===== config.mk =====
export PLATFORM = sky130hd
export DESIGN_NAME = sql_like_matcher_top_flat
export DESIGN_NICKNAME = d
export VERILOG_FILES = /design/src/slm_pkg.sv /design/src/slm_in_if.sv /design/src/slm_out_if.sv /design/src/slm_queue.sv /design/src/slm_front.sv /design/src/slm_back.sv /design/src/sql_like_matcher_top.sv /design/src/flat_wrapper.sv
export VERILOG_INCLUDE_DIRS = /design/src /design/src/src
export SDC_FILE = /design/constraint.sdc
export NUM_CORES = 1
export LEC_CHECK = 0
export BUFFER_PORTS_ARGS = -buffer_cell sky130_fd_sc_hd__buf_4
export CORE_MARGIN = 5
export CORE_UTILIZATION = 25
export DETAILED_ROUTE_END_ITERATION = 10
export PLACE_DENSITY = 0.41
export SLEW_MARGIN = 0
export SYNTH_ARGS = -nofsm -noshare
export SYNTH_HDL_FRONTEND = slang
export SYNTH_SLANG_ARGS = --single-unit
export TNS_END_PERCENT = 30

===== constraint.sdc =====
create_clock -name clk -period 3 [get_ports clk]
set_input_delay 0.6 -clock clk [delete_from_list [all_inputs] [get_ports clk]]
set_output_delay 0.6 -clock clk [all_outputs]
set_load 0.01 [all_outputs]

===== src/sql_like_matcher_top_macros.svh =====
// Assertion macros used by the matcher back part.
`ifndef SQL_LIKE_MATCHER_TOP_MACROS_SVH
`define SQL_LIKE_MATCHER_TOP_MACROS_SVH

// The consequent must hold in the same cycle as the antecedent.
`define SLM_ASSERT_SAME(lbl, ante, cons) \
  lbl: assert property (@(posedge clk) disable iff (rst) (ante) |-> (cons)) \
    else $error("matcher assertion failed");

// The consequent must hold in the cycle after the antecedent.
`define SLM_ASSERT_NEXT(lbl, ante, cons) \
  lbl: assert property (@(posedge clk) disable iff (rst) (ante) |=> (cons)) \
    else $error("matcher assertion failed");

`endif


===== src/slm_pkg.sv =====
// Shared constants, types and operation codes of the LIKE pattern matcher.
package slm_pkg;

  localparam int MaxTokens = 32;
  localparam int VecW = MaxTokens + 1;
  localparam int CountW = $clog2(MaxTokens + 1);
  localparam int IdxW = (MaxTokens > 1) ? $clog2(MaxTokens) : 1;

  localparam logic [7:0] EscapeReset = 8'd92;
  localparam logic [7:0] CharPercent = 8'h25;
  localparam logic [7:0] CharUnderscore = 8'h5F;

  localparam int QueueDepth = 2;
  localparam int QPtrW = 1;
  localparam int QCountW = 2;

  typedef enum logic [1:0] {
    KIND_START,
    KIND_PATTERN,
    KIND_STRING,
    KIND_END
  } kind_t;

  typedef enum logic [1:0] {
    TOK_LIT,
    TOK_ONE,
    TOK_RUN
  } tok_kind_t;

  typedef enum logic [2:0] {
    OP_CLEAR,
    OP_RESTART,
    OP_ADD,
    OP_STEP,
    OP_END
  } op_code_t;

  typedef struct packed {
    op_code_t  op;
    tok_kind_t tok;
    logic [7:0] chr;
    logic      esc;
  } op_t;

  typedef struct packed {
    logic full;
    logic empty;
  } q_status_t;

endpackage


===== src/slm_in_if.sv =====
// Input channel: item kind and byte with a valid/ready handshake.
interface slm_in_if;
  logic       valid;
  logic       ready;
  logic [1:0] kind;
  logic [7:0] value;

  modport source(output valid, kind, value, input ready);
  modport sink(input valid, kind, value, output ready);
endinterface


===== src/slm_out_if.sv =====
// Result channel: match flag and pattern error with a valid/ready handshake.
interface slm_out_if;
  logic valid;
  logic ready;
  logic matched;
  logic pattern_error;

  modport source(output valid, matched, pattern_error, input ready);
  modport sink(input valid, matched, pattern_error, output ready);
endinterface


===== src/slm_queue.sv =====
// Two-entry operation queue between the front and back parts.
module slm_queue (
  input  logic               clk,
  input  logic               rst,
  input  logic               push,
  input  slm_pkg::op_t       din,
  input  logic               pop,
  output slm_pkg::op_t       dout,
  output slm_pkg::q_status_t status
);

  slm_pkg::op_t mem [slm_pkg::QueueDepth];
  logic [slm_pkg::QPtrW-1:0] wr_ptr;
  logic [slm_pkg::QPtrW-1:0] rd_ptr;
  logic [slm_pkg::QCountW-1:0] count;

  assign status.full  = (count == slm_pkg::QCountW'(slm_pkg::QueueDepth));
  assign status.empty = (count == '0);
  assign dout = mem[rd_ptr];

  always_ff @(posedge clk) begin
    if (push) begin
      mem[wr_ptr] <= din;
    end
  end

  always_ff @(posedge clk) begin
    if (rst) begin
      wr_ptr <= '0;
      rd_ptr <= '0;
      count  <= '0;
    end else begin
      if (push) begin
        wr_ptr <= wr_ptr + 1'b1;
      end
      if (pop) begin
        rd_ptr <= rd_ptr + 1'b1;
      end
      if (push && !pop) begin
        count <= count + 1'b1;
      end else if (pop && !push) begin
        count <= count - 1'b1;
      end
    end
  end

endmodule


===== src/slm_front.sv =====
// Front part: accepts items, tracks the escape state and emits operations.
module slm_front (
  input  logic               clk,
  input  logic               rst,
  input  logic               cfg_we,
  input  logic [7:0]         cfg_wdata,
  slm_in_if.sink             item,
  input  slm_pkg::q_status_t q_status,
  output logic               push,
  output slm_pkg::op_t       op
);

  logic [7:0] escape_char;
  logic       escape_pending;
  logic       escape_pending_next;
  slm_pkg::kind_t kind;

  assign item.ready = !q_status.full;
  assign push = item.valid && item.ready;
  assign kind = slm_pkg::kind_t'(item.kind);

  always_comb begin
    op.op = slm_pkg::OP_RESTART;
    op.tok = slm_pkg::TOK_LIT;
    op.chr = item.value;
    op.esc = escape_pending;
    escape_pending_next = escape_pending;
    case (kind)
      slm_pkg::KIND_START: begin
        op.op = slm_pkg::OP_CLEAR;
        escape_pending_next = 1'b0;
      end
      slm_pkg::KIND_PATTERN: begin
        if (escape_pending) begin
          op.op = slm_pkg::OP_ADD;
          escape_pending_next = 1'b0;
        end else if (item.value == escape_char) begin
          op.op = slm_pkg::OP_RESTART;
          escape_pending_next = 1'b1;
        end else if (item.value == slm_pkg::CharPercent) begin
          op.op = slm_pkg::OP_ADD;
          op.tok = slm_pkg::TOK_RUN;
        end else if (item.value == slm_pkg::CharUnderscore) begin
          op.op = slm_pkg::OP_ADD;
          op.tok = slm_pkg::TOK_ONE;
        end else begin
          op.op = slm_pkg::OP_ADD;
        end
      end
      slm_pkg::KIND_STRING: begin
        op.op = slm_pkg::OP_STEP;
      end
      slm_pkg::KIND_END: begin
        op.op = slm_pkg::OP_END;
      end
      default: begin
        op.op = slm_pkg::OP_RESTART;
      end
    endcase
  end

  always_ff @(posedge clk) begin
    if (rst) begin
      escape_char    <= slm_pkg::EscapeReset;
      escape_pending <= 1'b0;
    end else begin
      if (cfg_we) begin
        escape_char <= cfg_wdata;
      end
      if (push) begin
        escape_pending <= escape_pending_next;
      end
    end
  end

endmodule


===== src/slm_back.sv =====
// Back part: token store, active-position vector and result register.
`include "sql_like_matcher_top_macros.svh"

module slm_back (
  input  logic               clk,
  input  logic               rst,
  input  slm_pkg::op_t       op,
  input  slm_pkg::q_status_t q_status,
  output logic               pop,
  slm_out_if.source          res
);

  logic [7:0] tok_chr [slm_pkg::MaxTokens];
  logic [slm_pkg::MaxTokens-1:0] run_v;
  logic [slm_pkg::MaxTokens-1:0] one_v;
  logic [slm_pkg::MaxTokens-1:0] valid_tok;
  logic [slm_pkg::CountW-1:0] token_count;
  logic pattern_overflow;
  logic [slm_pkg::VecW-1:0] active;
  logic out_valid;
  logic out_matched;
  logic out_error;

  logic full_store;
  logic [slm_pkg::IdxW-1:0] wr_idx;
  logic [slm_pkg::VecW-1:0] run_eff;
  logic [slm_pkg::VecW:0] rx;
  logic [slm_pkg::VecW:0] gx;
  logic [slm_pkg::VecW:0] sx;
  logic [slm_pkg::VecW:0] carry;
  logic [slm_pkg::VecW-1:0] cl;
  logic [slm_pkg::VecW-1:0] nx;
  logic err;

  assign pop = !q_status.empty && ((op.op != slm_pkg::OP_END) || !out_valid || res.ready);
  assign full_store = (token_count >= slm_pkg::CountW'(slm_pkg::MaxTokens));
  assign wr_idx = token_count[slm_pkg::IdxW-1:0];

  // Run closure as a carry chain: a run token carries an active position forward.
  assign run_eff = {1'b0, run_v & valid_tok};
  assign rx = {1'b0, run_eff};
  assign gx = rx & {1'b0, active};
  assign sx = rx + gx;
  assign carry = sx ^ rx ^ gx;
  assign cl = active | carry[slm_pkg::VecW-1:0];

  always_comb begin
    nx = '0;
    for (int i = 0; i < slm_pkg::MaxTokens; i++) begin
      nx[i] = nx[i] | (cl[i] & run_eff[i]);
      nx[i+1] = cl[i] & valid_tok[i] & !run_v[i] & (one_v[i] || (tok_chr[i] == op.chr));
    end
  end

  assign err = pattern_overflow || op.esc;

  always_ff @(posedge clk) begin
    if (pop && op.op == slm_pkg::OP_ADD && !full_store) begin
      tok_chr[wr_idx] <= op.chr;
      run_v[wr_idx] <= (op.tok == slm_pkg::TOK_RUN);
      one_v[wr_idx] <= (op.tok == slm_pkg::TOK_ONE);
    end
    if (pop && op.op == slm_pkg::OP_END) begin
      out_matched <= !err && cl[token_count];
      out_error <= err;
    end
  end

  always_ff @(posedge clk) begin
    if (rst) begin
      valid_tok <= '0;
      token_count <= '0;
      pattern_overflow <= 1'b0;
      active <= slm_pkg::VecW'(1);
      out_valid <= 1'b0;
    end else begin
      if (pop && op.op == slm_pkg::OP_END) begin
        out_valid <= 1'b1;
      end else if (res.ready) begin
        out_valid <= 1'b0;
      end
      if (pop) begin
        case (op.op)
          slm_pkg::OP_CLEAR: begin
            valid_tok <= '0;
            token_count <= '0;
            pattern_overflow <= 1'b0;
            active <= slm_pkg::VecW'(1);
          end
          slm_pkg::OP_ADD: begin
            if (full_store) begin
              pattern_overflow <= 1'b1;
            end else begin
              valid_tok[wr_idx] <= 1'b1;
              token_count <= token_count + 1'b1;
            end
            active <= slm_pkg::VecW'(1);
          end
          slm_pkg::OP_STEP: begin
            active <= nx;
          end
          default: begin
            active <= slm_pkg::VecW'(1);
          end
        endcase
      end
    end
  end

  assign res.valid = out_valid;
  assign res.matched = out_matched;
  assign res.pattern_error = out_error;

  `SLM_ASSERT_SAME(a_count_bound, 1'b1, token_count <= slm_pkg::CountW'(slm_pkg::MaxTokens))
  `SLM_ASSERT_SAME(a_valid_count, 1'b1, $countones(valid_tok) == int'(token_count))
  `SLM_ASSERT_SAME(a_overflow_full, pattern_overflow, full_store)
  `SLM_ASSERT_NEXT(a_end_restart, pop && op.op == slm_pkg::OP_END, active == slm_pkg::VecW'(1) && out_valid)

endmodule


===== src/sql_like_matcher_top.sv =====
// A result is registered: its end-of-string item passes through the queue, then the result register.
// One item per cycle while the queue has room; the active vector updates every position at once.
// The two-entry queue lets input transfers go on while a result waits to be taken.
// Reset clears the queue, token count, escape state and result register,
// sets the escape byte to 92 and leaves only position zero active; no clearing pass.
module sql_like_matcher_top (
  input  logic       clk,
  input  logic       rst,
  input  logic       cfg_we,
  input  logic [7:0] cfg_wdata,
  slm_in_if.sink     item,
  slm_out_if.source  res
);

  logic               push;
  logic               pop;
  slm_pkg::op_t       front_op;
  slm_pkg::op_t       back_op;
  slm_pkg::q_status_t q_status;

  slm_front u_front (
    .clk       (clk),
    .rst       (rst),
    .cfg_we    (cfg_we),
    .cfg_wdata (cfg_wdata),
    .item      (item),
    .q_status  (q_status),
    .push      (push),
    .op        (front_op)
  );

  slm_queue u_queue (
    .clk    (clk),
    .rst    (rst),
    .push   (push),
    .din    (front_op),
    .pop    (pop),
    .dout   (back_op),
    .status (q_status)
  );

  slm_back u_back (
    .clk      (clk),
    .rst      (rst),
    .op       (back_op),
    .q_status (q_status),
    .pop      (pop),
    .res      (res)
  );

endmodule


===== src/flat_wrapper.sv =====
// flat-port wrapper written by rule: the top's interface ports become plain ports
module sql_like_matcher_top_flat 
  (clk, rst, cfg_we, cfg_wdata, item_valid, item_kind, item_value, item_ready, res_valid, res_matched, res_pattern_error, res_ready);
  slm_in_if item_i ();
  slm_out_if res_i ();
  input  logic clk;
  input  logic rst;
  input  logic cfg_we;
  input  logic [7:0] cfg_wdata;
  input wire logic [$bits(item_i.valid)-1:0] item_valid;
  input wire logic [$bits(item_i.kind)-1:0] item_kind;
  input wire logic [$bits(item_i.value)-1:0] item_value;
  output wire logic [$bits(item_i.ready)-1:0] item_ready;
  output wire logic [$bits(res_i.valid)-1:0] res_valid;
  output wire logic [$bits(res_i.matched)-1:0] res_matched;
  output wire logic [$bits(res_i.pattern_error)-1:0] res_pattern_error;
  input wire logic [$bits(res_i.ready)-1:0] res_ready;
  assign item_i.valid = item_valid;
  assign item_i.kind = item_kind;
  assign item_i.value = item_value;
  assign item_ready = item_i.ready;
  assign res_valid = res_i.valid;
  assign res_matched = res_i.matched;
  assign res_pattern_error = res_i.pattern_error;
  assign res_i.ready = res_ready;
  sql_like_matcher_top u_core (.clk(clk), .rst(rst), .cfg_we(cfg_we), .cfg_wdata(cfg_wdata), .item(item_i), .res(res_i));
endmodule

Word-level counts from Yosys, hierarchy flattened
Memories as Yosys holds them, arrays and structs flattened. A register that Yosys moved wholly into a read port is not among the register bits. Index checks and enable logic that the tools add are counted.

Register bits after elaboration: 152. Bits in writable memories: 284. Input port bits: 23. Output and inout bits: 4. Word-level logic and storage cells: 365. Memories kept: 2.

$add $sub $neg: 6. $lt $le $gt $ge: 4. Equal/unequal tests: 47. Mux-type cells: 34. Bitwise operators: 165. Reductions and logical operators: 93.

Memory list: u_core.u_back.tok_chr (words 32, bits a word 8, rd ports 32, clocked after Yosys merged registers in 0, wr ports 1, RTL line slm_back.sv:13) `logic [7:0] tok_chr [slm_pkg::MaxTokens];`; u_core.u_queue.mem (words 2, bits a word 14, rd ports 1, clocked after Yosys merged registers in 1, wr ports 1, RTL line slm_queue.sv:12) `slm_pkg::op_t mem [slm_pkg::QueueDepth];`.

Operators with widths (count): $eq A8 B8 Y1 (33); $and A1 B1 Y1 (128); $bwmux W32 (2); $pmux W32 S2 (1); $logic_not A1 Y1 (39); $logic_or A1 B1 Y1 (35); $add A32 B33 Y33 (1); $and A32 B33 Y33 (1); $mux W33 (1); $or A33 B33 Y33 (1); $xor A33 B32 Y33 (1); $xor A33 B33 Y33 (1); $and A32 B32 Y32 (1); $mux W32 (1); $or A32 B32 Y32 (1); $or A1 B1 Y1 (31); $mux W2 (8); $mux W1 (14); $pmux W3 S4 (1); $pmux W6 S2 (1); $logic_and A1 B1 Y1 (9); $eq A2 B2 Y1 const B (4); $eq A8 B6 Y1 const B (1); $eq A8 B7 Y1 const B (1); other kinds (22) (32).

Logic depth before layout (Yosys ltp)
Depth after elaboration: 11. Gate-level depth with buffers: 13. Mapped depth without buffers: 12.

Hierarchy
Synthesis repeated with hierarchy kept, for this count alone.

Cell total of the unflattened synthesis: 1610. Area, all modules: 19820.3 um^2.

Modules (own cells, without submodules): slm_back (instances 1, cells each 1479, area an instance 18026.0 um^2); slm_queue (instances 1, cells each 65, area an instance 1213.7 um^2); slm_front (instances 1, cells each 66, area an instance 580.6 um^2).

Worst setup path before layout
Ideal clock, no wire load.

Kind: register to register. From: reg with a tool-made name. To: reg u_core.u_back.one_v[31] (netlist name), enable pin. Library setup time: 376 ps. Arrival time: 2740 ps. Data required time: 2624 ps. Slack: -117 ps. Stages on the path, launching flop included: 12. Period minus slack after synthesis: 3117 ps. Path through: dfxtp_1 -> clkbuf_1 -> buf_4 -> nor2_1 -> a32o_1 -> nand2_1 -> o22a_1 -> inv_2 -> clkbuf_1 -> nor4_1 -> nand2_1 -> nor2_1.

RTL lines: end signal, assigned by index (RTL line slm_back.sv:61) `one_v[wr_idx] <= (op.tok == slm_pkg::TOK_ONE);`; end, declared (RTL line slm_back.sv:15) `logic [slm_pkg::MaxTokens-1:0] one_v;`.

Worst setup path after layout
From: reg u_core.u_back.run_v[1] (netlist name). To: reg u_core.u_back.active[29] (netlist name).

Cells in the longest elaborated chain, start to end: 11. Elaborated cells between the ends (all ways): 12. Classes of those cells: add/sub (1); mux (1); bitwise (10).

Ends and longest elaborated chain: start, declared (RTL line slm_back.sv:14) `logic [slm_pkg::MaxTokens-1:0] run_v;`; start signal, assigned by index (RTL line slm_back.sv:60) `run_v[wr_idx] <= (op.tok == slm_pkg::TOK_RUN);`; $and A32 B32 Y32 (*) (RTL line slm_back.sv:40) `assign run_eff = {1'b0, run_v & valid_tok};`; $and A32 B33 Y33 (RTL line slm_back.sv:42) `assign gx = rx & {1'b0, active};`; $add A32 B33 Y33 (*) (RTL line slm_back.sv:43) `assign sx = rx + gx;`; $xor A33 B32 Y33 (*) (RTL line slm_back.sv:44) `assign carry = sx ^ rx ^ gx;`; $xor A33 B33 Y33 (*) (RTL line slm_back.sv:44); $or A33 B33 Y33 (*) (RTL line slm_back.sv:45) `assign cl = active | carry[slm_pkg::VecW-1:0];`; $and A1 B1 Y1 (3 in a row) (RTL line slm_back.sv:51) `nx[i+1] = cl[i] & valid_tok[i] & !run_v[i] & (one_v[i] || (tok_chr[i] == op.chr));`; $or A1 B1 Y1 (*) (RTL line slm_back.sv:50) `nx[i] = nx[i] | (cl[i] & run_eff[i]);`; $mux W33 (*) (RTL line slm_back.sv:83) `case (op.op)`; end signal, assigned (RTL line slm_back.sv:88) `active <= slm_pkg::VecW'(1);`; end signal, assigned (RTL line slm_back.sv:97) `active <= slm_pkg::VecW'(1);`; end signal, assigned (RTL line slm_back.sv:100) `active <= nx;`; end, declared (RTL line slm_back.sv:19) `logic [slm_pkg::VecW-1:0] active;`.

Mark *: on every way between the ends. The rest lies on a longest branch, timed or not. A chain may end at the register's enable or synchronous reset.

==> impl_metrics.py <==
metrics = {
    "clock_network": {
        "clk_pin_slew_ns": 0.06,
        "cts_tree": "done",
        "insertion_delay_ns": 0.60,
        "cts.htree.levels": 2,
        "cts_root_buf": "clkbuf_16",
        "ctsHoldBuffers": 0,
        "cts_buffer_depth": 3,
        "tritoncts.num_buffers": 49,
        "clock-sinks": 437,
    },
    "timing": {
        "skew_ns": 0.008038,
        "hold_viol": 0,
        "max_freq_mhz": 335.8,
        "worstMarginPinSlew_ns": 0.8955,
        "min_period_over_period_pct": 99.25,
        "final-setup-viol-count": 0,
        "relSlewSlack_pct": 39.84,
        "slew_violations": 0,
        "period_needed_ns": 2.978,
        "whs_ns": 0.2148,
        "rsz0062_at_grt": "true",
    },
    "setup_path": {
        "worstSetupPathType": "reg -> reg",
        "ff2ff_path_depth": 13,
        "crit_path_max_fanout": 4,
        "rr_endpoint": "u_core.u_back.active[29]",
        "reg2reg_from": "u_core.u_back.run_v[1]",
        "cp-end-kind": "flip-flop",
        "crit_required_ns": 3.54,
        "cp_data_arrival_time_ns": 3.52,
        "cp-start-kind": "flip-flop",
        "regToRegSetupSlack_ns": 0.02,
    },
    "synthesis": {
        "synth.avg_cell_area_um2": 12.27,
        "synthTopCellsByArea": "edfxtp_1 53%, xnor2_1 11%, dfxtp_1 8.8%, nor2_1 3.1%, a21oi_1 2.9%",
        "syn-num-nets": 1643,
        "netlist_area_um2": 19800,
        "synthCells": 1614,
        "post-synth-top-area-fraction_pct": 53.07,
        "synth_edf_count": 350,
        "ys_seq_elements": 437,
        "synth_top_area_cell": "edfxtp_1",
        "postSynth.asyncResetShare_pct": 0,
        "synth_warnings": 0,
        "ys.flop_type": "edfxtp_1",
        "yosysSeqAreaShare_pct": 61.87,
        "yosys.cell_types.count": 88,
    },
    "routing": {
        "drc": 0,
        "viasPerCell": 4.767,
        "first_pass_iters": 5,
        "wl_per_cell_um": 21.43,
        "wl_met1_um": 28880,
        "wl_met2_um": 28950,
        "dr.max_layer_used": "met4",
        "initialDrtViolationCount": 893,
        "num_vias": 13810,
        "wl_met3_um": 2552,
        "drt-total-wl_um": 62050,
        "ant_nets": 0,
    },
    "grt": {
        "grt_pass1_vias": 13710,
        "grt_max_degree": 52,
        "grt_use_total_pct": 14.06,
        "overflow": 0,
        "grt_pass1_wl_um": 90820,
        "grt_antenna_before_repair": 3,
    },
    "power_and_ir_drop": {
        "peakVddDrop_mv": 0.3926,
        "total_power_mw": 17.70,
        "p_leak_nw": 7.615,
        "powerDensity_nw_per_um2": 726.5,
    },
    "worst_hold_path": {
        "min_path_type": "in -> reg",
        "hold_depth": 2,
        "hold_end": "u_core.u_front.escape_char[3]",
        "min_from": "cfg_wdata[3]",
    },
    "floorplan": {
        "fp.dieH_um": 291.5,
        "start_util_pct": 25.15,
        "rows": 103,
        "chipWidth_um": 291.5,
        "io_pins": 27,
        "coreArea_um2": 78740,
        "die_area_um2": 84950,
    },
    "final_layout": {
        "num-nets-final": 1835,
        "drive_above_1_share_pct": 18.42,
        "final_common_cell": "edfxtp_1",
        "n_antenna_cell": 0,
        "most-common-layout-cells": "350 x edfxtp_1, 257 x xnor2_1, 190 x buf_4, 165 x nor2_1, 110 x a21oi_1",
        "fin_util_pct": 30.94,
        "syn_to_final_growth_pct": 23.04,
    },
    "flow_run": {
        "timing.max_cap.violations": 0,
    },
    "place": {
        "hpwlAfterDp_um": 41330,
        "port-buffer-count": 26,
        "gp_congestion": 0.8616,
    },
    "status": {
        "status": "finished, final reports clean",
    },
}
sequential cells by signal, indices dropped and copies added (netlist names), 6 cells and up, named ones only:
register                    count
u_core.u_queue.mem             28
u_core.u_back.token_count       6
u_core.u_front.escape_char      8
u_core.u_back.one_v            32
u_core.u_back.tok_chr         256
u_core.u_back.valid_tok        32
u_core.u_back.run_v            32
u_core.u_back.active           33
cells by family (layout without fill, tap and decap cells):
| kind of cell | count (synthesis) | count (layout) | share of synthesized area (%) |
|---|---|---|---|
| mux | 13 | 13 | 0.8150 |
| compound gates | 300 | 300 | 9.799 |
| flops | 437 | 437 | 61.87 |
| fa+ha+maj | 6 | 6 | 0.3791 |
| buf+inv | 94 | 326 | 2.243 |
| xor+xnor | 271 | 271 | 11.99 |
| simple gates | 493 | 493 | 12.91 |
area by class of cell:
class,instances,area (um2)
multi-input cells,1083,7383
repair buffers,207,1758
well taps,1050,1314
clock buffers,61,1313
inverters,28,105.1
clock inverters,30,237.7
fillers,7923,54380
flip-flops and latches,437,12260
power breakdown:
group	internal, mW	switching, mW	total (mW)
Combinational	1.73	2.86	4.59
Clock	3.36	2.52	5.88
Sequential	7.14	0.0830	7.23
Total	12.2	5.46	17.7
layer usage:
layer  vias to the layer above  track usage, %
li1                       6403               -
met4                         0           4.029
met2                       279           23.07
met5                         -               0
met1                      7029           19.45
met3                        94           2.029
what timing repair did:
action	CTS	global route
resized for setup	9	32
setup endpoints to repair	3	14
gates cloned	0	0
buffers inserted	2	8
pin swaps	11	22
per-stage QoR:
stage,TNS (ns),worst slack [ns],instances,area [um2]
2_1_floorplan,-36.25,-0.1166,1614,19800
3_3_place_gp,-0.2431,-0.1408,2795,22550
3_5_place_dp,-0.3766,-0.1433,2795,22550
4_1_cts,-0.004798,-0.004798,2888,24150
5_1_grt,-0.2815,-0.1041,2896,24370
6_report,0,0.02236,2896,24370
cells in the mapped netlist, types with 12 or more instances:
library cell and n:
nand2_1 80, xor2_1 14, and2_1 15, dfxtp_1 87, nand4_1 12, nand3_1 19
nor4_1 83, clkbuf_1 29, nor2_1 165, buf_4 14, or3_1 12, a31oi_1 32
nor4b_1 14, xnor2_1 257, nor3_1 33, buf_2 16, inv_1 25, a21oi_1 115
o21ai_0 35, edfxtp_1 350
worst max path at each step:
stage	start	to	slack, ns
after floorplan	flip-flop	u_core.u_back.one_v[31]	-0.12
after global placement	u_core.u_back.run_v[0]	u_core.u_back.res.matched	-0.14
after detailed placement	u_core.u_back.run_v[1]	u_core.u_back.res.matched	-0.14
after CTS	u_core.u_back.run_v[1]	u_core.u_back.active[31]	-0.005
after global routing	u_core.u_back.run_v[1]	u_core.u_back.res.matched	-0.10
final	u_core.u_back.run_v[1]	u_core.u_back.active[29]	0.02
critical path, stage by stage (launching register included):
cell,delay [ns]
edfxtp_1,0.36
nand2_1,0.08
nor2_1,0.11
ha_2,0.21
nor3_2,0.05
a211oi_2,0.21
buf_4,0.16
a31o_1,0.16
nand4_1,0.23
a311oi_2,0.44
o2111ai_2,0.27
a2111oi_2,0.36
o21bai_1,0.16
a22o_1,0.14
Power figures use the tool's default switching activity.
